[src/hw/rtl/nfsld_pkg.sv]
// Shared constants, types and helpers of the next-fit slot pool with life decay.
// No dependencies; every other file of the block refers to it by scoped names.
package nfsld_pkg;

   localparam int POOL_SIZE   = 64;
   localparam int IDX_W       = (POOL_SIZE > 1) ? $clog2(POOL_SIZE) : 1;
   localparam int CNT_W       = $clog2(POOL_SIZE + 1);
   localparam int LIFE_W      = 16;
   localparam int RATE_W      = 16;
   localparam int DT_W        = 16;
   localparam int SLOT_W      = 6;
   localparam int PROD_W      = RATE_W + DT_W;
   localparam int DECAY_SHIFT = 9;
   localparam int DEC_W       = PROD_W - DECAY_SHIFT;

   localparam logic [LIFE_W-1:0] LIFE_FULL  = 16'h8000;
   localparam logic [RATE_W-1:0] RATE_RESET = 16'h0100;

   localparam logic MODE_ALLOC = 1'b0;
   localparam logic MODE_TICK  = 1'b1;

   typedef logic [IDX_W-1:0]  idx_type;
   typedef logic [LIFE_W-1:0] life_type;

   // One cycle of access to the life store.
   typedef struct packed {
      logic     rd_en;
      idx_type  rd_addr;
      logic     wr_en;
      idx_type  wr_addr;
      life_type wr_data;
   } ram_req_type;

   // Life after one tick: clamp at zero, keep free slots free.
   function automatic life_type decay_life(life_type life, logic [DEC_W-1:0] dec);
      logic [DEC_W-1:0] life_ext;
      life_ext = DEC_W'(life);
      if (life == '0 || dec >= life_ext) begin
         decay_life = '0;
      end else begin
         decay_life = life - dec[LIFE_W-1:0];
      end
   endfunction

   // Slot field: the index masked or extended to the output width.
   function automatic logic [SLOT_W-1:0] to_slot(idx_type idx);
      logic [IDX_W+SLOT_W-1:0] ext;
      ext = {SLOT_W'(0), idx};
      to_slot = ext[SLOT_W-1:0];
   endfunction

endpackage

[src/hw/rtl/nfsld_life_ram.sv]
// Life store of the slot pool: one write port, one read port, registered read.
// Depends on nfsld_pkg; per-entry valid flops make unwritten entries read as zero.
module nfsld_life_ram (
   input  logic                  clock,
   input  logic                  reset,
   input  nfsld_pkg::ram_req_type ram_req,
   output nfsld_pkg::life_type   rd_data
);

   nfsld_pkg::life_type mem [nfsld_pkg::POOL_SIZE];
   logic [nfsld_pkg::POOL_SIZE-1:0] valid_ff;
   logic [nfsld_pkg::POOL_SIZE-1:0] valid_in;
   nfsld_pkg::life_type rd_data_ff;
   logic                rd_hit_ff;
   logic                rd_hit_in;

   always_comb begin
      valid_in = valid_ff;
      if (ram_req.wr_en) begin
         valid_in[ram_req.wr_addr] = 1'b1;
      end
   end

   assign rd_hit_in = ram_req.rd_en ? valid_ff[ram_req.rd_addr] : rd_hit_ff;

   always_ff @(posedge clock) begin
      if (reset) begin
         valid_ff  <= '0;
         rd_hit_ff <= 1'b0;
      end else begin
         valid_ff  <= valid_in;
         rd_hit_ff <= rd_hit_in;
      end
   end

   always_ff @(posedge clock) begin
      if (ram_req.wr_en) begin
         mem[ram_req.wr_addr] <= ram_req.wr_data;
      end
      if (ram_req.rd_en) begin
         rd_data_ff <= mem[ram_req.rd_addr];
      end
   end

   assign rd_data = rd_hit_ff ? rd_data_ff : '0;

endmodule

[src/hw/rtl/nfsld_ctrl.sv]
// Sequencer of the slot pool: decay multiply, tick sweep, next-fit scan, result register.
// Depends on nfsld_pkg; drives the life store through one ram_req_type per cycle.
module nfsld_ctrl (
   input  logic                             clock,
   input  logic                             reset,
   input  logic                             req_valid,
   output logic                             req_stall,
   input  logic                             req_mode,
   input  logic [nfsld_pkg::DT_W-1:0]       req_delta_time,
   output logic                             rsp_valid,
   input  logic                             rsp_stall,
   output logic [nfsld_pkg::SLOT_W-1:0]     rsp_slot,
   output logic                             rsp_reused_live,
   input  logic                             csr_valid,
   output logic                             csr_ready,
   input  logic [nfsld_pkg::RATE_W-1:0]     csr_data,
   output nfsld_pkg::ram_req_type           ram_req,
   input  nfsld_pkg::life_type              rd_data
);

   typedef enum logic [4:0] {
      ST_IDLE = 5'b00001,
      ST_MUL  = 5'b00010,
      ST_TICK = 5'b00100,
      ST_SCAN = 5'b01000,
      ST_DONE = 5'b10000
   } state_type;

   state_type state_ff, state_in;
   logic [nfsld_pkg::RATE_W-1:0] rate_ff, rate_in;
   logic [nfsld_pkg::DT_W-1:0]   dt_ff, dt_in;
   logic [nfsld_pkg::DEC_W-1:0]  dec_ff, dec_in;
   logic [nfsld_pkg::PROD_W-1:0] prod;
   nfsld_pkg::idx_type           start_ff, start_in;
   nfsld_pkg::idx_type           iss_addr_ff, iss_addr_in, iss_next;
   logic [nfsld_pkg::CNT_W-1:0]  iss_cnt_ff, iss_cnt_in;
   logic                         chk_vld_ff, chk_vld_in;
   nfsld_pkg::idx_type           chk_addr_ff, chk_addr_in;
   nfsld_pkg::idx_type           found_ff, found_in;
   logic                         reused_ff, reused_in;
   logic                         rsp_valid_ff, rsp_valid_in;
   logic [nfsld_pkg::SLOT_W-1:0] rsp_slot_ff, rsp_slot_in;
   logic                         rsp_reused_ff, rsp_reused_in;
   logic                         accept, out_free, issuing, sweep_done;

   assign req_stall = (state_ff != ST_IDLE);
   assign accept    = req_valid && !req_stall;
   assign csr_ready = 1'b1;
   assign out_free  = !rsp_valid_ff || !rsp_stall;
   assign prod      = nfsld_pkg::PROD_W'(rate_ff) * nfsld_pkg::PROD_W'(dt_ff);
   assign iss_next  = (iss_addr_ff == nfsld_pkg::IDX_W'(nfsld_pkg::POOL_SIZE - 1))
                      ? '0 : iss_addr_ff + nfsld_pkg::IDX_W'(1);
   assign sweep_done = (iss_cnt_ff == nfsld_pkg::CNT_W'(nfsld_pkg::POOL_SIZE)) && !chk_vld_ff;

   always_comb begin
      state_in      = state_ff;
      rate_in       = (csr_valid && csr_ready) ? csr_data : rate_ff;
      dt_in         = dt_ff;
      dec_in        = dec_ff;
      start_in      = start_ff;
      iss_addr_in   = iss_addr_ff;
      iss_cnt_in    = iss_cnt_ff;
      chk_vld_in    = 1'b0;
      chk_addr_in   = chk_addr_ff;
      found_in      = found_ff;
      reused_in     = reused_ff;
      rsp_valid_in  = rsp_valid_ff && rsp_stall;
      rsp_slot_in   = rsp_slot_ff;
      rsp_reused_in = rsp_reused_ff;
      ram_req       = '0;
      issuing       = (iss_cnt_ff != nfsld_pkg::CNT_W'(nfsld_pkg::POOL_SIZE));

      case (state_ff)
         ST_IDLE: begin
            iss_cnt_in = '0;
            if (accept) begin
               dt_in = req_delta_time;
               if (req_mode == nfsld_pkg::MODE_TICK) begin
                  iss_addr_in = '0;
                  state_in    = ST_MUL;
               end else begin
                  iss_addr_in = start_ff;
                  state_in    = ST_SCAN;
               end
            end
         end
         ST_MUL: begin
            // register the decay before the sweep
            dec_in   = prod[nfsld_pkg::PROD_W-1:nfsld_pkg::DECAY_SHIFT];
            state_in = ST_TICK;
         end
         ST_TICK: begin
            // read one slot ahead, write back the slot read last cycle
            if (issuing) begin
               ram_req.rd_en   = 1'b1;
               ram_req.rd_addr = iss_addr_ff;
               chk_vld_in      = 1'b1;
               chk_addr_in     = iss_addr_ff;
               iss_addr_in     = iss_next;
               iss_cnt_in      = iss_cnt_ff + nfsld_pkg::CNT_W'(1);
            end
            if (chk_vld_ff) begin
               ram_req.wr_en   = 1'b1;
               ram_req.wr_addr = chk_addr_ff;
               ram_req.wr_data = nfsld_pkg::decay_life(rd_data, dec_ff);
            end
            if (sweep_done) begin
               state_in = ST_IDLE;
            end
         end
         ST_SCAN: begin
            if (chk_vld_ff && rd_data == '0) begin
               found_in  = chk_addr_ff;
               reused_in = 1'b0;
               state_in  = ST_DONE;
            end else if (sweep_done) begin
               found_in  = '0;
               reused_in = 1'b1;
               state_in  = ST_DONE;
            end else if (issuing) begin
               ram_req.rd_en   = 1'b1;
               ram_req.rd_addr = iss_addr_ff;
               chk_vld_in      = 1'b1;
               chk_addr_in     = iss_addr_ff;
               iss_addr_in     = iss_next;
               iss_cnt_in      = iss_cnt_ff + nfsld_pkg::CNT_W'(1);
            end
         end
         ST_DONE: begin
            // hold until the result register is free, then claim the slot
            if (out_free) begin
               ram_req.wr_en   = 1'b1;
               ram_req.wr_addr = found_ff;
               ram_req.wr_data = nfsld_pkg::LIFE_FULL;
               if (!reused_ff) begin
                  start_in = found_ff;
               end
               rsp_valid_in  = 1'b1;
               rsp_slot_in   = nfsld_pkg::to_slot(found_ff);
               rsp_reused_in = reused_ff;
               state_in      = ST_IDLE;
            end
         end
         default: begin
            state_in = ST_IDLE;
         end
      endcase
   end

   always_ff @(posedge clock) begin
      if (reset) begin
         state_ff     <= ST_IDLE;
         rate_ff      <= nfsld_pkg::RATE_RESET;
         start_ff     <= '0;
         iss_cnt_ff   <= '0;
         chk_vld_ff   <= 1'b0;
         rsp_valid_ff <= 1'b0;
      end else begin
         state_ff     <= state_in;
         rate_ff      <= rate_in;
         start_ff     <= start_in;
         iss_cnt_ff   <= iss_cnt_in;
         chk_vld_ff   <= chk_vld_in;
         rsp_valid_ff <= rsp_valid_in;
      end
   end

   always_ff @(posedge clock) begin
      dt_ff         <= dt_in;
      dec_ff        <= dec_in;
      iss_addr_ff   <= iss_addr_in;
      chk_addr_ff   <= chk_addr_in;
      found_ff      <= found_in;
      reused_ff     <= reused_in;
      rsp_slot_ff   <= rsp_slot_in;
      rsp_reused_ff <= rsp_reused_in;
   end

   assign rsp_valid       = rsp_valid_ff;
   assign rsp_slot        = rsp_slot_ff;
   assign rsp_reused_live = rsp_reused_ff;

   a_no_same_addr: assert property (@(posedge clock) disable iff (reset)
      (ram_req.rd_en && ram_req.wr_en) |-> (ram_req.rd_addr != ram_req.wr_addr))
      else $error("life store read and write hit the same slot");

   a_scan_no_write: assert property (@(posedge clock) disable iff (reset)
      (state_ff == ST_SCAN) |-> !ram_req.wr_en)
      else $error("life store written during a scan");

   a_rsp_from_done: assert property (@(posedge clock) disable iff (reset)
      (rsp_valid_ff && !$past(rsp_valid_ff)) |-> ($past(state_ff) == ST_DONE))
      else $error("result raised outside the claim step");

   a_cnt_bound: assert property (@(posedge clock) disable iff (reset)
      iss_cnt_ff <= nfsld_pkg::CNT_W'(nfsld_pkg::POOL_SIZE))
      else $error("issue count ran past the pool");

   a_reused_zero: assert property (@(posedge clock) disable iff (reset)
      (state_ff == ST_DONE && reused_ff) |-> (found_ff == '0))
      else $error("full-pool reuse not aimed at slot zero");

endmodule

[src/hw/rtl/next_fit_slot_pool_life_decay.sv]
// Top level of the next-fit slot pool with life decay.
// Depends on nfsld_pkg, nfsld_life_ram and nfsld_ctrl.
//
// Use:
//   req channel (req_valid / req_stall): one item per handshake. req_mode 0 allocates a
//   slot, req_mode 1 is a time tick of req_delta_time (Q0.16 seconds).
//   rsp channel (rsp_valid / rsp_stall): one item per allocate, none per tick, carrying
//   rsp_slot and rsp_reused_live (pool full, slot 0 overwritten).
//   csr channel (csr_valid / csr_ready): writes decay_rate (Q8.8 life per second);
//   csr_ready is always high. Write only while the block is idle.
// Timing: one item is in work at a time; req_stall is high while it runs. A tick first
//   registers the decay product, then a sweep reads one slot and writes back the previous
//   one each cycle on the life store's two ports.
//   An allocate looks at slots from the search pointer on, one per cycle on the read port
//   of the life store, then claims the first free one, or slot 0 when none is free.
// Reset: life store reads all zero at once (per-slot valid flops), search pointer 0,
//   decay_rate 256. No clearing pass.
// Stall: a result sits in the output register; a following tick proceeds, an allocate
//   waits in its claim step until the register frees.
module next_fit_slot_pool_life_decay (
   input  logic                             clock,
   input  logic                             reset,
   input  logic                             req_valid,
   output logic                             req_stall,
   input  logic                             req_mode,
   input  logic [nfsld_pkg::DT_W-1:0]       req_delta_time,
   output logic                             rsp_valid,
   input  logic                             rsp_stall,
   output logic [nfsld_pkg::SLOT_W-1:0]     rsp_slot,
   output logic                             rsp_reused_live,
   input  logic                             csr_valid,
   output logic                             csr_ready,
   input  logic [nfsld_pkg::RATE_W-1:0]     csr_data
);

   // access of the sequencer to the life store, and the registered read data
   nfsld_pkg::ram_req_type ram_req;
   nfsld_pkg::life_type    rd_data;

   nfsld_ctrl u_ctrl (
      .clock           (clock),
      .reset           (reset),
      .req_valid       (req_valid),
      .req_stall       (req_stall),
      .req_mode        (req_mode),
      .req_delta_time  (req_delta_time),
      .rsp_valid       (rsp_valid),
      .rsp_stall       (rsp_stall),
      .rsp_slot        (rsp_slot),
      .rsp_reused_live (rsp_reused_live),
      .csr_valid       (csr_valid),
      .csr_ready       (csr_ready),
      .csr_data        (csr_data),
      .ram_req         (ram_req),
      .rd_data         (rd_data)
   );

   // one life value per slot
   nfsld_life_ram u_life_ram (
      .clock   (clock),
      .reset   (reset),
      .ram_req (ram_req),
      .rd_data (rd_data)
   );

endmodule
[config.mk]
export PLATFORM = sky130hd
export DESIGN_NAME = next_fit_slot_pool_life_decay
export DESIGN_NICKNAME = d
export VERILOG_FILES = /design/src/hw/rtl/nfsld_pkg.sv /design/src/hw/rtl/nfsld_life_ram.sv /design/src/hw/rtl/nfsld_ctrl.sv /design/src/hw/rtl/next_fit_slot_pool_life_decay.sv
export SDC_FILE = /design/constraint.sdc
export NUM_CORES = 2
export LEC_CHECK = 0
export BUFFER_PORTS_ARGS = -buffer_cell sky130_fd_sc_hd__buf_2
export CORE_MARGIN = 4
export CORE_UTILIZATION = 40
export CTS_BUF_LIST = sky130_fd_sc_hd__clkbuf_2
export DETAILED_ROUTE_END_ITERATION = 12
export GPL_TIMING_DRIVEN = 0
export PLACE_DENSITY = 0.67
export REMOVE_ABC_BUFFERS = 1
export SLEW_MARGIN = 15
export SYNTH_ARGS = -nofsm -noshare
export SYNTH_HDL_FRONTEND = slang
export SYNTH_SLANG_ARGS = --single-unit
export TNS_END_PERCENT = 1
[constraint.sdc]
create_clock -name clock -period 6 [get_ports clock]
set_input_delay 0.3 -clock clock [delete_from_list [all_inputs] [get_ports clock]]
set_output_delay 0.3 -clock clock [all_outputs]
set_load 0.1 [all_outputs]
==> reports/qor.yml <==
status: "finished with violations"
failed_checks: "negative setup slack"
p_sw_w: 0.00753
synth_top_family_by_area: "adder cells"
crit_path_end: "u_ctrl.dec_ff[21]"
h-tree-depth: 5
yosys.cell_types.count: 78
p_comb_share_pct: 31.8
dp.cells: 6092
gp_congestion: 0.895
fin_nets: 5051
syn_area_sq_um: 56100
portBuffers: 46
worstPathMaxFanout: 17
worstSetupStartpoint: "u_ctrl.rate_ff[6]"
synthXorXnorAreaFrac_pct: 0.640
yosysMostFrequentCell: "edfxtp_1"
initial_utilization_pct: 40.2
insertion_delay_ns: 1.62
met2_usage_pct: 33.6
arrival_ns: 7.47
synthSimpleGateAreaFrac_pct: 8.57
rows: 137
p_sw_share_pct: 34.5
finalSetupViolations: 8
overflow: 0
clockBufferDepth: 4
synth_fa_ha_area_share_pct: 9.93
synth_area_per_cell_sq_um: 13.4
slew_headroom_pct: 19.6
max_cap_viol_count: 0
synthFlopType: "edfxtp_1"
r2r-end: "u_ctrl.dec_ff[21]"
power_frac_clock_pct: 24.1
p_seq_share_pct: 44.1
required_ns: 7.31
min_period_ns: 6.16
grt_pass1_vias: 38300
grt_util_met3_pct: 5.51
synth-compound-area-share_pct: 9.58
grt_pass1_wl_um: 242000
seq_area_frac_synth_pct: 62.7
synth-seq-cells: 1206
hold_ws_ns: 0.196
crit_type: "register to register"
reg2reg_from: "u_ctrl.rate_ff[6]"
slew_violations: 0
drive_gt1_share_pct: 19.7
via_per_inst: 5.67
clock.fmax_ghz: 0.162
die_x_um: 383
synth_common_cells: "1105 x edfxtp_1, 355 x nand2_1, 316 x nor2_1"
fin_worst_skew_ns: 0.182
cellLeakagePower_nw: 25.9
synth_warnings: 0
synth_edf_count: 1105
root_buffer: "clkbuf_2"
coreArea_sq_um: 140000
grt-busiest-layer: "met2"
clkSinkCount: 1206
cp-end-kind: "register"
grt_start_max_net_pins: 78
hold_viol: 0
drt-wirelength-per-cell_um: 24.0
reg2reg_depth: 21
met1_usage_pct: 29.1
grt_setup_unrepaired: "true"
internal_power_w: 0.0143
synth_top_area_share_pct: 59.1
cts_buffers: 305
detail-route-antenna-nets: 0
ys_top_cells_by_area: "edfxtp_1 59%, fa_1 6.9%, mux2i_1 3.9%"
vdd_ir_drop_max_v: 0.000322
r2r_setup_slack_ns: -0.16
vias: 38300
synthToLayoutAreaGrowth_pct: 17.0
path_clk_slew_ns: 0.13
dr.first_iter.drc_count: 4535
post-route-period-util_pct: 103
preCtsSetupSlack_ns: -0.796
setup_tns_ns: -0.661
syn_inst: 4181
async_flop_share_pct: 0
io_pins: 48
yosysTopAreaCell: "edfxtp_1"
totalWireLength_um: 162000
antenna_found_initial: 6
total_power_w: 0.0218
fin_cells: 6753
synth_mux_area_share_pct: 5.15
cp-start-kind: "register"
tightest_slew_ns: 1.18
dieHeight_um: 383
worst_slack_ns: -0.162
cts_tree: "built"
remaining_drc_errors: 0
grtUsageTotal_pct: 21.8
dp_hpwl_um: 111000
hp-class: "input pin to register"
die_area_sq_um: 146000
drt_pass1_iterations: 6
power.density_nw_per_um2: 332
## layout make-up
cell class,count,area (sq um)
timing repair buffer,417,4870
inverter,276,1040
clock buffer,427,2140
sequential,1206,35200
antenna,8,20.0
multi-input combinational,2478,19700
tap,1876,2350
fill,12100,73800
clock inverter,65,334
## power by group through the flow
stage               Sequential, W  Combinational, W  Clock (W)
floorplan                  0.0100           0.00409          0
CTS                       0.00959           0.00656    0.00534
finish                    0.00960           0.00693    0.00526
detailed placement        0.00986           0.00605          0
global placement           0.0103           0.00553          0
global route              0.00961           0.00767    0.00583
## worst max-delay path: stages, from the launching register on
cell and delay [ns]:
dfxtp_4 0.50, nand2_1 0.11, fa_1 0.51, inv_1 0.05, fa_1 0.49, inv_1 0.05, fa_1 0.53, inv_1 0.05
fa_1 0.52, fa_1 0.53, inv_1 0.05, fa_1 0.48, inv_1 0.07, ha_4 0.17, a21oi_4 0.13, nor2b_1 0.06
o21a_1 0.17, or3_4 0.35, o221ai_4 0.25, a21oi_4 0.11, or4_4 0.57, o311ai_2 0.10
## flip-flops by register name, summed over array words and instances, names as in the netlist, 7 cells and up
name	flops
u_ctrl.dec_ff	23
u_ctrl.dt_ff	16
u_ctrl.iss_cnt_ff	7
u_ctrl.rate_ff	16
u_life_ram.mem	1024
u_life_ram.rd_data_ff	16
u_life_ram.valid_ff	64
## routing by layer
layer	up-vias	wire [um]
li1	16600	-
met3	396	17600
met5	-	0
met2	2249	73900
met4	0	6870
met1	19000	63500
## cells by family (layout without fill, tap and decap cells)
kind of cell,after synthesis,after routing
multiplexers,273,273
AO/OA/AOI/OAI,790,790
buffers and inverters,497,1185
XOR/XNOR,41,41
other,1,9
flip-flops,1206,1206
AND/OR/NAND/NOR,1044,1044
adder cells (fa/ha/maj),329,329
## metrics by stage
stage / instance area [sq um] / util (%)
after floorplan: 55200 / -
after global placement: 57800 / 41.4
after detailed placement: 61300 / 44.0
after CTS: 65400 / 46.9
after global routing: 65700 / 47.1
final: 65700 / 47.1
## worst min-delay path by stage
stage | from | slack (ns) | cells after the start | end
3_3_place_gp | u_life_ram.valid_ff[51] | 0.44 | 2 | u_life_ram.valid_ff[51]
2_1_floorplan | reset | 0.37 | 1 | u_ctrl.rsp_valid
4_1_cts | req_valid | 0.007 | 3 | u_ctrl.dt_ff[3]
6_report | req_valid | 0.20 | 3 | u_ctrl.dt_ff[3]
5_1_grt | req_valid | 0.06 | 3 | u_ctrl.dt_ff[3]
3_5_place_dp | u_life_ram.valid_ff[22] | 0.45 | 2 | u_life_ram.valid_ff[22]
## placed cells by master, fill, tap and decap left out, types with 18 or more instances in the layout
cell type | synthesis | routed
edfxtp_1 | 1105 | 1105
clkbuf_2 | 0 | 427
nand2_1 | 355 | 353
inv_1 | 275 | 273
nor2_1 | 316 | 239
mux2i_1 | 219 | 219
a21oi_1 | 203 | 199
fa_1 | 194 | 191
and2_1 | 129 | 128
ha_1 | 135 | 128
dlygate4sd3_1 | 0 | 125
o21ai_0 | 110 | 108
dfxtp_1 | 101 | 85
buf_8 | 0 | 78
buf_4 | 2 | 76
o22ai_1 | 75 | 75
nor2_2 | 0 | 64
o221ai_1 | 57 | 56
clkinv_1 | 1 | 52
a211oi_1 | 61 | 51
buf_6 | 0 | 50
nand3_1 | 49 | 48
mux2_2 | 46 | 46
buf_2 | 30 | 45
nand4_1 | 43 | 43
a22oi_1 | 40 | 40
a2111oi_0 | 35 | 34
buf_16 | 0 | 30
nor3_1 | 36 | 28
o211ai_1 | 25 | 25
a221oi_1 | 25 | 24
xnor2_1 | 23 | 23
nor2b_1 | 19 | 18
or4_1 | 19 | 18
xor2_1 | 18 | 18
## timing repair
item,CTS,global route
hold endpoints to repair,187,0
hold buffers,125,0
resized for setup,32,32
setup endpoints to repair,24,22
setup buffers,27,9
pin swaps,4,19
No activity file was read; power rests on OpenSTA's default activity.
